$ cat config.mk
export PLATFORM = sky130hd
export DESIGN_NAME = button_event_detector_core
export DESIGN_NICKNAME = d
export VERILOG_FILES = /design/src/design/bed_pkg.sv /design/src/design/bed_front.sv /design/src/design/bed_queue.sv /design/src/design/bed_back.sv /design/src/design/button_event_detector_core.sv
export SDC_FILE = /design/constraint.sdc
export NUM_CORES = 1
export LEC_CHECK = 0
export BUFFER_PORTS_ARGS = -buffer_cell sky130_fd_sc_hd__buf_2
export CAP_MARGIN = 20
export CORE_MARGIN = 5
export CORE_UTILIZATION = 40
export DETAILED_ROUTE_END_ITERATION = 12
export PLACE_DENSITY_LB_ADDON = 0.25
export REMOVE_ABC_BUFFERS = 1
export SLEW_MARGIN = 20
export SYNTH_ARGS = -nofsm -noshare
export SYNTH_HDL_FRONTEND = slang
export SYNTH_SLANG_ARGS = --single-unit
$ cat constraint.sdc
create_clock -name clk -period 5.5 [get_ports clk]
set_clock_uncertainty 0.1 [all_clocks]
set_input_delay 0.825 -clock clk [delete_from_list [all_inputs] [get_ports clk]]
set_output_delay 0.825 -clock clk [all_outputs]
set_load 0.02 [all_outputs]
$ cat src/design/bed_pkg.sv
// shared types and constants for the button event detector
// state codes, event codes, register indexes and the per-tick record type
// no dependencies
package bed_pkg;

  localparam int unsigned TickW  = 16;
  localparam int unsigned DebW   = 3;
  localparam int unsigned CntW   = 4;
  localparam int unsigned CodeW  = 3;
  localparam int unsigned CfgAw  = 2;
  localparam int unsigned CfgDw  = 16;

  localparam logic [TickW-1:0] ShortLimitRst = 16'd15;
  localparam logic [TickW-1:0] LongLimitRst  = 16'd50;
  localparam logic             ActiveLvlRst  = 1'b0;

  typedef enum logic [2:0] {
    ST_IDLE     = 3'd0,
    ST_PRESSED  = 3'd1,
    ST_RELEASED = 3'd2,
    ST_REPEAT   = 3'd3,
    ST_LONG     = 3'd4
  } state_t;

  typedef enum logic [CodeW-1:0] {
    EV_DOWN       = 3'd0,
    EV_UP         = 3'd1,
    EV_REPEAT     = 3'd2,
    EV_SINGLE     = 3'd3,
    EV_DOUBLE     = 3'd4,
    EV_LONG_START = 3'd5,
    EV_LONG_HOLD  = 3'd6
  } event_t;

  typedef enum logic [CfgAw-1:0] {
    REG_ACTIVE_LEVEL = 2'd0,
    REG_SHORT_LIMIT  = 2'd1,
    REG_LONG_LIMIT   = 2'd2
  } reg_idx_t;

  // events caused by one tick
  typedef struct packed {
    logic              two;
    event_t            code0;
    event_t            code1;
    logic [CntW-1:0]   cnt;
  } tick_rec_t;

  typedef struct packed {
    logic      valid;
    tick_rec_t rec;
  } rec_push_t;

endpackage

$ cat src/design/bed_front.sv
// front part: configuration registers, debouncer and click state machine
// turns each accepted tick into at most one queue record of up to two events
// depends on bed_pkg
module bed_front #(
  parameter int unsigned DEBOUNCE   = 3,
  parameter int unsigned REPEAT_MAX = 15
) (
  input  logic                       clk,
  input  logic                       rst_n,
  input  logic                       cfg_we,
  input  logic [bed_pkg::CfgAw-1:0]  cfg_addr,
  input  logic [bed_pkg::CfgDw-1:0]  cfg_wdata,
  input  logic                       tick_acc,
  input  logic                       raw_level,
  output bed_pkg::rec_push_t         push
);
  import bed_pkg::*;

  state_t            state_r, state_nxt;
  logic [TickW-1:0]  tick_r, tick_nxt;
  logic [DebW-1:0]   deb_r, deb_nxt;
  logic              stable_r, stable_nxt;
  logic [CntW-1:0]   press_r, press_nxt;
  logic              active_r, active_nxt;
  logic [TickW-1:0]  short_r, short_nxt;
  logic [TickW-1:0]  long_r, long_nxt;

  logic [TickW-1:0]  tick_inc;
  logic [DebW-1:0]   deb_inc;
  logic              stable_new;
  logic              act;

  // tick count and debounce as seen by the state machine on this tick
  always_comb begin
    tick_inc = tick_r;
    if (state_r != ST_IDLE && tick_r != {TickW{1'b1}}) begin
      tick_inc = tick_r + 1'b1;
    end
    deb_inc    = deb_r + 1'b1;
    stable_new = stable_r;
    if (raw_level == stable_r) begin
      deb_inc = '0;
    end else if (deb_inc >= DebW'(DEBOUNCE)) begin
      stable_new = raw_level;
      deb_inc    = '0;
    end
    act = (stable_new == active_r);
  end

  always_comb begin
    state_nxt  = state_r;
    tick_nxt   = tick_r;
    deb_nxt    = deb_r;
    stable_nxt = stable_r;
    press_nxt  = press_r;
    active_nxt = active_r;
    short_nxt  = short_r;
    long_nxt   = long_r;
    push.valid     = 1'b0;
    push.rec.two   = 1'b0;
    push.rec.code0 = EV_DOWN;
    push.rec.code1 = EV_REPEAT;
    push.rec.cnt   = press_r;
    if (cfg_we) begin
      case (cfg_addr)
        REG_ACTIVE_LEVEL: begin
          active_nxt = cfg_wdata[0];
          stable_nxt = ~cfg_wdata[0];
          deb_nxt    = '0;
        end
        REG_SHORT_LIMIT: short_nxt = cfg_wdata;
        REG_LONG_LIMIT:  long_nxt  = cfg_wdata;
        default: ;
      endcase
    end else if (tick_acc) begin
      tick_nxt   = tick_inc;
      deb_nxt    = deb_inc;
      stable_nxt = stable_new;
      unique case (state_r)
        ST_IDLE: begin
          if (act) begin
            tick_nxt   = '0;
            press_nxt  = CntW'(1);
            push.valid = 1'b1;
            push.rec.code0 = EV_DOWN;
            state_nxt  = ST_PRESSED;
          end
        end
        ST_PRESSED: begin
          if (!act) begin
            push.valid = 1'b1;
            push.rec.code0 = EV_UP;
            tick_nxt   = '0;
            state_nxt  = ST_RELEASED;
          end else if (tick_inc > long_r) begin
            push.valid = 1'b1;
            push.rec.code0 = EV_LONG_START;
            state_nxt  = ST_LONG;
          end
        end
        ST_RELEASED: begin
          if (act) begin
            if (press_r < CntW'(REPEAT_MAX)) begin
              press_nxt = press_r + 1'b1;
            end
            push.valid = 1'b1;
            push.rec.two   = 1'b1;
            push.rec.code0 = EV_DOWN;
            push.rec.code1 = EV_REPEAT;
            tick_nxt   = '0;
            state_nxt  = ST_REPEAT;
          end else if (tick_inc > short_r) begin
            // three or more presses end silently
            if (press_r == CntW'(1)) begin
              push.valid = 1'b1;
              push.rec.code0 = EV_SINGLE;
            end else if (press_r == CntW'(2)) begin
              push.valid = 1'b1;
              push.rec.code0 = EV_DOUBLE;
            end
            state_nxt = ST_IDLE;
          end
        end
        ST_REPEAT: begin
          if (!act) begin
            push.valid = 1'b1;
            push.rec.code0 = EV_UP;
            if (tick_inc < short_r) begin
              tick_nxt  = '0;
              state_nxt = ST_RELEASED;
            end else begin
              state_nxt = ST_IDLE;
            end
          end else if (tick_inc > short_r) begin
            state_nxt = ST_PRESSED;
          end
        end
        ST_LONG: begin
          push.valid = 1'b1;
          if (act) begin
            push.rec.code0 = EV_LONG_HOLD;
          end else begin
            push.rec.code0 = EV_UP;
            state_nxt = ST_IDLE;
          end
        end
        default: state_nxt = ST_IDLE;
      endcase
      push.rec.cnt = press_nxt;
    end
  end

  always_ff @(posedge clk) begin
    if (!rst_n) begin
      state_r  <= ST_IDLE;
      tick_r   <= '0;
      deb_r    <= '0;
      stable_r <= ~ActiveLvlRst;
      press_r  <= '0;
      active_r <= ActiveLvlRst;
      short_r  <= ShortLimitRst;
      long_r   <= LongLimitRst;
    end else begin
      state_r  <= state_nxt;
      tick_r   <= tick_nxt;
      deb_r    <= deb_nxt;
      stable_r <= stable_nxt;
      press_r  <= press_nxt;
      active_r <= active_nxt;
      short_r  <= short_nxt;
      long_r   <= long_nxt;
    end
  end

endmodule

$ cat src/design/bed_queue.sv
// two-entry queue of tick records between the front and back parts
// depends on bed_pkg
module bed_queue (
  input  logic                clk,
  input  logic                rst_n,
  input  bed_pkg::rec_push_t  push,
  input  logic                pop,
  output logic                full,
  output logic                q_valid,
  output bed_pkg::tick_rec_t  q_rec
);
  import bed_pkg::*;

  tick_rec_t   mem_r [2];
  logic        wr_ptr_r, wr_ptr_nxt;
  logic        rd_ptr_r, rd_ptr_nxt;
  logic [1:0]  count_r, count_nxt;

  assign full    = (count_r == 2'd2);
  assign q_valid = (count_r != 2'd0);
  assign q_rec   = mem_r[rd_ptr_r];

  always_comb begin
    wr_ptr_nxt = wr_ptr_r;
    rd_ptr_nxt = rd_ptr_r;
    count_nxt  = count_r;
    if (push.valid) begin
      wr_ptr_nxt = ~wr_ptr_r;
    end
    if (pop) begin
      rd_ptr_nxt = ~rd_ptr_r;
    end
    case ({push.valid, pop})
      2'b10:   count_nxt = count_r + 1'b1;
      2'b01:   count_nxt = count_r - 1'b1;
      default: count_nxt = count_r;
    endcase
  end

  always_ff @(posedge clk) begin
    if (push.valid) begin
      mem_r[wr_ptr_r] <= push.rec;
    end
  end

  always_ff @(posedge clk) begin
    if (!rst_n) begin
      wr_ptr_r <= 1'b0;
      rd_ptr_r <= 1'b0;
      count_r  <= '0;
    end else begin
      wr_ptr_r <= wr_ptr_nxt;
      rd_ptr_r <= rd_ptr_nxt;
      count_r  <= count_nxt;
    end
  end

endmodule

$ cat src/design/bed_back.sv
// back part: output register that plays out the one or two events of a record
// depends on bed_pkg
module bed_back (
  input  logic                          clk,
  input  logic                          rst_n,
  input  logic                          q_valid,
  input  bed_pkg::tick_rec_t            q_rec,
  output logic                          pop,
  output logic                          out_tvalid,
  input  logic                          out_tready,
  output logic [bed_pkg::CodeW-1:0]     ev_code,
  output logic [bed_pkg::CntW-1:0]      ev_cnt,
  output logic                          ev_last
);
  import bed_pkg::*;

  logic       cur_valid_r, cur_valid_nxt;
  logic       second_r, second_nxt;
  tick_rec_t  cur_rec_r;
  logic       out_acc;

  assign out_acc    = cur_valid_r & out_tready;
  assign ev_last    = ~cur_rec_r.two | second_r;
  assign pop        = q_valid & (~cur_valid_r | (out_acc & ev_last));
  assign out_tvalid = cur_valid_r;
  assign ev_code    = second_r ? cur_rec_r.code1 : cur_rec_r.code0;
  assign ev_cnt     = cur_rec_r.cnt;

  always_comb begin
    cur_valid_nxt = cur_valid_r;
    second_nxt    = second_r;
    if (pop) begin
      cur_valid_nxt = 1'b1;
      second_nxt    = 1'b0;
    end else if (out_acc) begin
      if (ev_last) begin
        cur_valid_nxt = 1'b0;
      end else begin
        second_nxt = 1'b1;
      end
    end
  end

  always_ff @(posedge clk) begin
    if (pop) begin
      cur_rec_r <= q_rec;
    end
  end

  always_ff @(posedge clk) begin
    if (!rst_n) begin
      cur_valid_r <= 1'b0;
      second_r    <= 1'b0;
    end else begin
      cur_valid_r <= cur_valid_nxt;
      second_r    <= second_nxt;
    end
  end

endmodule

$ cat src/design/button_event_detector_core.sv
// Push-button event detector. Each input item is one poll tick with the raw pin level; the
// block debounces it and emits press down, up, repeat, single click, double click, long
// start and long hold events. A tick is taken whenever the two-entry record queue has
// room, so ticks may arrive back to back. Most ticks give zero or one event; a new press
// after a release gives two (down, then repeat, the latter with tlast set), and the output
// register plays these out one per cycle while out_tready is high. Sustained rate is set
// by the output side: one event per cycle while out_tready is high.
// depends on bed_pkg, bed_front, bed_queue, bed_back
module button_event_detector_core #(
  parameter int unsigned DEBOUNCE   = 3,
  parameter int unsigned REPEAT_MAX = 15
) (
  input  logic                       clk,
  input  logic                       rst_n,
  input  logic                       cfg_we,
  input  logic [bed_pkg::CfgAw-1:0]  cfg_addr,
  input  logic [bed_pkg::CfgDw-1:0]  cfg_wdata,
  input  logic                       in_tvalid,
  output logic                       in_tready,
  input  logic [7:0]                 in_tdata,   // [0] raw_level, [7:1] zero
  input  logic                       out_tready,
  output logic                       out_tvalid,
  output logic [7:0]                 out_tdata,  // [2:0] event_code, [6:3] repeat_count, [7] zero
  output logic                       out_tlast
);
  import bed_pkg::*;

  rec_push_t          push;
  tick_rec_t          q_rec;
  logic               q_full;
  logic               q_valid;
  logic               pop;
  logic               tick_acc;
  logic [CodeW-1:0]   ev_code;
  logic [CntW-1:0]    ev_cnt;

  assign in_tready = ~q_full;
  assign tick_acc  = in_tvalid & in_tready;
  assign out_tdata = {1'b0, ev_cnt, ev_code};

  bed_front #(
    .DEBOUNCE   (DEBOUNCE),
    .REPEAT_MAX (REPEAT_MAX)
  ) u_front (
    .clk       (clk),
    .rst_n     (rst_n),
    .cfg_we    (cfg_we),
    .cfg_addr  (cfg_addr),
    .cfg_wdata (cfg_wdata),
    .tick_acc  (tick_acc),
    .raw_level (in_tdata[0]),
    .push      (push)
  );

  bed_queue u_queue (
    .clk     (clk),
    .rst_n   (rst_n),
    .push    (push),
    .pop     (pop),
    .full    (q_full),
    .q_valid (q_valid),
    .q_rec   (q_rec)
  );

  bed_back u_back (
    .clk        (clk),
    .rst_n      (rst_n),
    .q_valid    (q_valid),
    .q_rec      (q_rec),
    .pop        (pop),
    .out_tvalid (out_tvalid),
    .out_tready (out_tready),
    .ev_code    (ev_code),
    .ev_cnt     (ev_cnt),
    .ev_last    (out_tlast)
  );

endmodule
### Word-level counts from Yosys, hierarchy flattened

Memories as Yosys holds them, arrays and structs flattened. A register that Yosys moved wholly into a read port is not among the register bits.
Cells that the tools add are included.
Widths: inputs -> output; s select.

| storage, ports and cells | value |
|---|---|
| bits in registers | 66 |
| output and inout bits | 11 |
| memory bits (writable) | 22 |
| word-level logic and storage cells | 136 |
| input bits | 31 |
| memories kept | 1 |

Memory list:

| memory | depth | bits a word | rd ports | clocked after memory_dff | wr ports | RTL line | source |
|---|---|---|---|---|---|---|---|
| u_queue.mem_r | 2 | 11 | 1 | 1 | 1 | bed_queue.sv:14 | `tick_rec_t mem_r [2];` |

| cells by class | value |
|---|---|
| reductions and logical operators | 19 |
| $lt $le $gt $ge | 5 |
| mux-type cells | 58 |
| bitwise operators | 15 |
| equal/unequal tests | 20 |
| $add $sub $neg | 5 |

Operators by type and width:

| cell | number |
|---|---|
| $mux 16 | 5 |
| $mux 3 | 21 |
| $pmux 16 s3 | 1 |
| $gt 16x16->1 | 2 |
| $mux 12 | 2 |
| $mux 1 | 20 |
| $add 16x1->16 const B | 1 |
| $lt 16x16->1 | 1 |
| $ne 16x16->1 const B | 1 |
| $pmux 3 s5 | 1 |
| $reduce_and 2->1 | 7 |
| $mux 4 | 3 |
| $pmux 3 s4 | 1 |
| $reduce_bool 2->1 | 5 |
| $not 1->1 | 9 |
| $pmux 4 s2 | 1 |
| $reduce_and 7->1 | 1 |
| $eq 2x2->1 const B | 3 |
| $eq 3x2->1 const B | 2 |
| $ne 3x3->1 const B | 2 |
| $pmux 1 s5 | 1 |
| $add 4x1->4 const B | 1 |
| $and 1x1->1 | 4 |
| $eq 2x1->1 const B | 2 |
| other kinds (21) | 25 |

### Depth between registers and ports, before layout

Gate-level depths: netlist of the first run.

| logic depth | value |
|---|---|
| depth after elaboration | 11 |
| mapped depth | 18 |
| mapped depth without buffers | 17 |

### Cells and area by module

From an unflattened synthesis of the first run, not the netlist that was laid out.

| second synthesis, totals | value |
|---|---|
| cells, all modules | 589 |
| area total of the unflattened synthesis | 5,417.7 sq um |

Modules (own cells, without submodules):

| module | times used | seq. area each (sq um) | area an instance (sq um) | cells an instance |
|---|---|---|---|---|
| bed_front | 1 | 1,201.2 | 3,886.2 | 500 |
| bed_queue | 1 | 760.7 | 1,008.5 | 56 |
| bed_back | 1 | 370.4 | 501.7 | 29 |
| button_event_detector_core | 1 | 0.0 | 21.3 | 4 |

### Worst setup path after synthesis of the first run

Ideal clock, no wire load.

| timing path | value |
|---|---|
| path kind | register to register |
| from | register u_front.tick_r[6] |
| to | register u_queue.count_r[1] |
| path buffers | 1 |
| path slack | 1.187 ns |
| clock period less this slack | 4.313 ns |
| required time | 5.324 ns |
| stages on the path, launching flop included | 18 |
| data arrival time | 4.138 ns |
| setup time | 0.076 ns |
| path through | dfxtp_1 -> buf_2 -> nand4_1 -> nor3_1 -> a31oi_4 -> and4_1 -> and3_1 -> xor2_1 -> ha_1 -> nand4_1 -> nor4_1 -> o21ai_0 -> a31oi_1 -> o211ai_1 -> a31o_2 -> ha_1 -> or3_1 -> a21boi_0 |

| between the ends | value |
|---|---|
| word-level cells in the longest chain between the ends | 11 |
| elaborated cells on any way between the ends | 17 |
| those cells by class | add/sub: 1; order compare: 2; eq/ne: 3; mux: 9; reduce/logical: 2 |

RTL lines:

| what | RTL line | source |
|---|---|---|
| from (decl) | bed_front.sv:20 | `logic [TickW-1:0] tick_r, tick_nxt;` |
| from (signal assigned) | bed_front.sv:165 | `tick_r <= tick_nxt;` |
| branches (longest 2 deep; another with $add 16x1->16) | -- |  |
| $mux 16 (*) | bed_front.sv:36 | `if (state_r != ST_IDLE && tick_r != {TickW{1'b1}}) begin` |
| $gt 16x16->1 (on tied branches) | bed_front.sv:112, bed_front.sv:95 |  |
| $mux 1 (on tied branches) | bed_front.sv:112, bed_front.sv:95 |  |
| $mux 1 (on tied branches) | bed_front.sv:102, bed_front.sv:90 |  |
| $pmux 1 s5 (*) | bed_front.sv:79 | `unique case (state_r)` |
| $mux 12 (*) | bed_front.sv:75 | `end else if (tick_acc) begin` |
| $mux 12 (*) | bed_front.sv:64 | `if (cfg_we) begin` |
| $eq 2x1->1 / $eq 2x2->1 (equally long branches) | bed_queue.sv:33 | `case ({push.valid, pop})` |
| $pmux 2 s2 / $reduce_bool 2->1 (equally long branches) | -- |  |
| to (signal assigned) | bed_queue.sv:54 | `count_r <= count_nxt;` |
| to (decl) | bed_queue.sv:17 | `logic [1:0] count_r, count_nxt;` |

Every way passes the cells marked *.
A chain may end at the register's enable or synchronous reset.

### Final worst setup path of the first run

Ends and elaborated chain as after synthesis.

==> run summary, run 1 <==
Clock Root Buffer: clkbuf_16
TritonCTS Buffers: 9
synthesis-to-layout area growth: 10.77%
crit path capture type: flop
register bit total from synthesis: 90
Peak Freq: 203.5 MHz
synthesized area: 5205 µm²
Cell Chain, Critical Path: nand4_1 > nor3_1 > a31oi_4 > and4_1 > and3_1 > xor2_1 > ha_1 > nand4_1 > nor4_1 > o21ai_0 > a31oi_1 > o211ai_1 > a31o_2 > ha_1 > or3_1 > a21boi_0
met3 wire len: 468 µm
CP startpoint kind: flop
M1 WL: 5197 µm
hold_buf cts: 0
initial antenna violation count: 0
vias per cell: 5.294
setup TNS: 0 ps
Clock Latency Late Sink: 350 ps
power per cell area: 305.4 nW/µm²
Crit path buffers/inverters: 0
CP max stage cell: dfxtp_1
Slew headroom: 0.3735
status: finished, final reports clean
GR Util All Layers: 0.1551
VDD IR max: 0.1632 mV
Critical Path AT: 5090 ps
I/O pin count: 42
nets: 672
largest stage delay on the critical path: 480 ps
Routed Antenna Nets: 0
clock share of power: 0.354
starting density of the core: 0.4108
DR top layer: met4
Yosys warning total: 0
DP Area: 5461 µm²
asr flop ratio synth: 0
Fin. Hold Viols: 0
core area: 12670 µm²
global-route wire length before repair: 18560 µm
clock buffer depth: 2
worst setup path class: flop to flop
internal power component: 1249 µW
switching share of total power: 0.2910
maximum number of pins on one net before global-route repair: 58
clock slew seen by the registers of the worst setup and hold paths: 70 ps
share of layout cells above drive strength 1: 0.1400
minimum clock period after layout: 4914 ps
clk sinks: 90
Hold Crit Class: flop to flop
Diodes inserted: 0
max-cap viol count: 0
CP top delay family: simple AND/OR/NAND/NOR gates
IO buf count: 33
Yosys cell types: 64
worst-margin pin slew: 939.8 ps
Vias: 4124
Die Ht: 124.1 µm
combinational share of power: 0.197
setup bufs post-CTS: 0
ys flop type: dfxtp_1
RSZ-0062 raised after global routing: no
EDFF count, synth: 24
# setup viols final: 0
switching power: 512.5 µW
average wire per standard cell: 14.15 µm
Pins Over Slew Limit: 0
Syn Inst Count: 583
Final period util: 0.8934
post-synthesis sequential area ratio: 0.3923
Worst EP required: 5680 ps
Syn Area/Cell: 8.928 µm²
# DRC: 0
GRT Residual Overflow: 0
Iter 0 DRT Violations: 195
Flop pwr share: 0.449
vias in the first global route: 3930
DRT Wirelength: 11020 µm
Pleak: 0.002271 µW
Horiz. Die Dim: 124.1 µm
Routability Congestion: 0.8452
routed length on met2: 5158 µm
Die ar.: 15390 µm²
hpwl dp: 8138 µm
post_cts resized: 0
num rows: 41
CP max FO: 9
DR pass1 iterations: 5
CTS tree: yes
Clock H-tree levels: 3
cell area after layout: 5766 µm²
## worst paths after layout
check,from,end,slack (ps),cells after the start
max reg2reg,u_front.tick_r[6],u_queue.count_r[1],590,16
min,u_front.long_r[10],u_front.long_r[10],370,2
min reg2reg,u_front.long_r[10],u_front.long_r[10],370,2
max,u_front.tick_r[6],u_queue.count_r[1],590,16
## sequential cells by signal (all words and copies together), names as in the netlist, 2 cells and up
signal            cells
u_front.tick_r       16
u_front.state_r       3
u_queue.mem_r        16
u_back.ev_cnt         4
u_front.press_r       4
u_front.long_r       16
u_back.cur_rec_r      4
u_front.short_r      16
u_queue.count_r       2
u_front.deb_r         3
## layout by cell type (no fill, tap or decap), types with 10 or more instances in the layout
cell type,count
nand2_1,95
dfxtp_1,66
inv_1,43
ha_1,39
buf_2,33
a21oi_1,29
a21boi_0,28
o21ai_0,26
edfxtp_1,24
nand4_1,17
nor2_1,16
and2_1,14
xnor2_1,14
nand3_1,13
o211ai_1,12
mux2_2,10
## routing by layer
layer,vias up,global-route usage
met5,-,0
met4,0,0.06913
met3,14,0.03315
met2,88,0.2517
met1,1943,0.1985
li1,2079,-
## synth_stat cells, types with 6 or more instances
cell type | count | area share
ha_1 | 39 | 0.094
edfxtp_1 | 24 | 0.14
nand3_1 | 13 | 0.012
nand2_1 | 95 | 0.069
inv_1 | 43 | 0.031
buf_4 | 6 | 0.0087
nor3_1 | 7 | 0.0067
clkbuf_1 | 17 | 0.012
a21oi_1 | 29 | 0.028
xnor2_1 | 14 | 0.024
a21boi_0 | 28 | 0.040
dfxtp_1 | 66 | 0.25
o21ai_0 | 26 | 0.025
nand4_1 | 17 | 0.020
nand2b_1 | 7 | 0.0084
mux2_2 | 10 | 0.022
nor2_1 | 16 | 0.012
and2_1 | 14 | 0.017
or3_1 | 8 | 0.0096
a21o_1 | 7 | 0.010
o211ai_1 | 12 | 0.017
nor2b_1 | 6 | 0.0072
## tightest hold or removal path: stages, from the launching register on
cell	delay, ps
dfxtp_1	310
nand2_1	50
a21boi_0	60
## cell families after synthesis
logic type / count (synthesis) / share of synthesized area
buffers and inverters: 73 / 0.06202
XOR/XNOR: 19 / 0.03197
adder cells (fa/ha/maj): 39 / 0.09375
AND/OR/NAND/NOR: 220 / 0.2207
AO/OA/AOI/OAI: 129 / 0.1707
multiplexers: 12 / 0.02788
flip-flops: 90 / 0.3923
other: 1 / 0.0007205
## area by class of cell
| cell class | instances | area (µm²) |
|---|---|---|
| Sequential cell | 90 | 2042 |
| Tap cell | 172 | 215.2 |
| Timing Repair Buffer | 38 | 202.7 |
| Clock inverter | 7 | 78.83 |
| Multi-Input combinational cell | 420 | 2840 |
| Fill cell | 1260 | 6905 |
| Inverter | 43 | 161.4 |
| Clock buffer | 9 | 225.2 |
## power by group through the flow
stage	registers (µW)	logic, µW	clock network, µW
floorplan	815	236	0
global placement	804	340	0
detailed placement	807	348	0
CTS	792	351	643
global route	800	389	668
finish	791	346	624
## per-stage QoR
stage	hold slack [ps]	util	std cells	worst slack [ps]	power, µW
final	366.5	0.4550	779	586.2	1761
after global routing	396.4	0.4550	779	180.4	1857
after CTS	371.5	0.4550	779	596.9	1786
after detailed placement	362.6	0.4310	763	644.0	1155
after global placement	358.2	0.4310	763	752.4	1144
after floorplan	343.4	-	553	1172	1051
Note: power is estimated with default switching activity, not from simulation.
==> run 2: changes to the inputs <==
Settings changed: CTS_BUF_LIST from default to sky130_fd_sc_hd__clkbuf_8.
==> run summary, run 2 (synthesis results as in run 1) <==
nets: 672 (unchanged)
GRT Residual Overflow: 0 (unchanged)
RSZ-0062 raised after global routing: no
grt met1 use: 0.1982 (-0.0002843)
power per cell area: 282.8 nW/µm² (-7.4%)
Worst EP required: 5720 ps (+40 ps)
IO buf count: 33 (unchanged)
Setup WS pre-CTS: 644.0 ps (unchanged)
met3 Resource Use GR: 0.03633 (+0.003179)
Top Usage Layer GRT: met2
Pleak: 0.002224 µW (-2.0%)
num rows: 41 (unchanged)
I/O pin count: 42 (unchanged)
Peak Freq: 200.7 MHz (-1.4%)
Die Ht: 124.1 µm (unchanged)
most frequent cells in the layout: nand2_1 (95), dfxtp_1 (66), inv_1 (43)
worst-margin pin slew: 919.4 ps (-20.41 ps)
CP max stage cell: dfxtp_1
GR Util All Layers: 0.1538 (-0.001247)
Cell Chain, Critical Path: nand4_1 > nor3_1 > a31oi_4 > and4_1 > and3_1 > xor2_1 > ha_1 > nand4_1 > nor4_1 > o21ai_0 > a31oi_1 > o211ai_1 > a31o_2 > ha_1 > or3_1 > a21boi_0
setup TNS: 0 ps (unchanged)
DRT Wirelength: 11020 µm (about the same)
Clock Latency Late Sink: 390 ps (+40 ps)
synthesis-to-layout area growth: 8.822%
# DRC: 0 (unchanged)
global-route wire length before repair: 18520 µm (-0.23%)
clock buffer depth: 2 (unchanged)
initial antenna violation count: 0 (unchanged)
crit path capture type: flop
Vias: 4102 (-0.53%)
CTS tree: yes
worst setup path class: flop to flop
# setup viols final: 0 (unchanged)
CP startpoint kind: flop
setup bufs post-CTS: 0 (unchanged)
Clock Root Buffer: clkbuf_8
vias in the first global route: 3952 (+0.56%)
Hold Path Stages: 2 (unchanged)
Routability Congestion: 0.8452 (unchanged)
CP max FO: 9 (unchanged)
worst setup margin: 517.8 ps (-68.41 ps)
Die ar.: 15390 µm² (unchanged)
Pins Over Slew Limit: 0 (unchanged)
dpl cells: 763 (unchanged)
TritonCTS Buffers: 9 (unchanged)
Clock H-tree levels: 3 (unchanged)
average wire per standard cell: 14.15 µm (about the same)
DP Area: 5461 µm² (unchanged)
minimum clock period after layout: 4982 ps (+68.41 ps)
hold_buf cts: 0 (unchanged)
share of layout cells above drive strength 1: 0.1400 (unchanged)
maximum number of pins on one net before global-route repair: 58 (unchanged)
most common cell after layout, fill and taps aside: nand2_1
clk sinks: 90 (unchanged)
Iter 0 DRT Violations: 162 (-17%)
GR Layer Usage met2: 0.2514 (-0.0003378)
Fin. Hold Viols: 0 (unchanged)
Critical Path AT: 5200 ps (+110 ps)
Finished Layout Cells: 779 (unchanged)
power consumption: 1602 µW (-9.0%)
starting density of the core: 0.4108 (unchanged)
Routed Antenna Nets: 0 (unchanged)
fill count: 1275 (+1.2%)
VDD IR max: 0.1187 mV (-27%)
Reg2Reg Depth: 16 (unchanged)
core area: 12670 µm² (unchanged)
Final period util: 0.9058 (+0.01244)
Slew headroom: 0.3871 (+0.01360)
clock slew seen by the registers of the worst setup and hold paths: 90 ps (+20 ps)
Diodes inserted: 0 (unchanged)
vias per cell: 5.266 (-0.53%)
max-cap viol count: 0 (unchanged)
largest stage delay on the critical path: 490 ps (about the same)
Horiz. Die Dim: 124.1 µm (unchanged)
hpwl dp: 8138 µm (unchanged)
DR pass1 iterations: 5 (unchanged)
post_cts resized: 0 (unchanged)
Hold Crit Class: flop to flop
status: finished, final reports clean
cell area after layout: 5664 µm² (-1.8%)
run 2: cell types whose count changed in the layout (fill, tap and decap cells not counted):
| cell | previous run | this run |
|---|---|---|
| clkbuf_8 | 0 | 9 |
| clkbuf_16 | 9 | 0 |
run 2: metrics by stage:
step             util  hold WS [ps]
2_1_floorplan       -         343.4
5_1_grt        0.4470         401.1
3_5_place_dp   0.4310         362.6
6_report       0.4470         370.3
4_1_cts        0.4470         378.8
3_3_place_gp   0.4310         358.2
run 2: path summary, 6_finish.rpt:
kind,start,endpoint,slack [ps]
max,u_front.tick_r[6],u_queue.count_r[1],520
max reg2reg,u_front.tick_r[6],u_queue.count_r[1],520
min,u_front.short_r[6],u_front.short_r[6],370
min reg2reg,u_front.short_r[6],u_front.short_r[6],370
run 2: where the power goes:
group	total [µW]	internal (µW)	switching [µW]	leakage, µW
Combinational	347	143	203	0.00138
Sequential	790	750	40.4	0.000756
Clock	465	213	252	0.0000921
Total	1600	1110	496	0.00222
run 2: area by class of cell:
class / count / area (µm²) / share of cell area
multi-input cells: 420 / 2840 / 0.5014
flip-flops and latches: 90 / 2042 / 0.3605
well taps: 172 / 215.2 / 0.03799
repair buffers: 38 / 202.7 / 0.03579
inverters: 43 / 161.4 / 0.02850
clock buffers: 9 / 123.9 / 0.02187
clock inverters: 7 / 78.83 / 0.01392
run 2: worst max-delay path, delay by kind of cell (launching register included):
family	cells	cell delay [ps]
AO/OA/AOI/OAI	6	1410
XOR/XNOR	1	180
adder cells (fa/ha/maj)	2	650
flip-flops	1	490
AND/OR/NAND/NOR	7	2070
run 2: routing by layer:
metal | routed length (µm) | vias up | part of all wire
li1 | - | 2079 | -
met1 | 5189 | 1931 | 0.47
met2 | 5193 | 84 | 0.47
met3 | 501 | 8 | 0.045
met4 | 134 | 0 | 0.012
met5 | 0 | - | 0
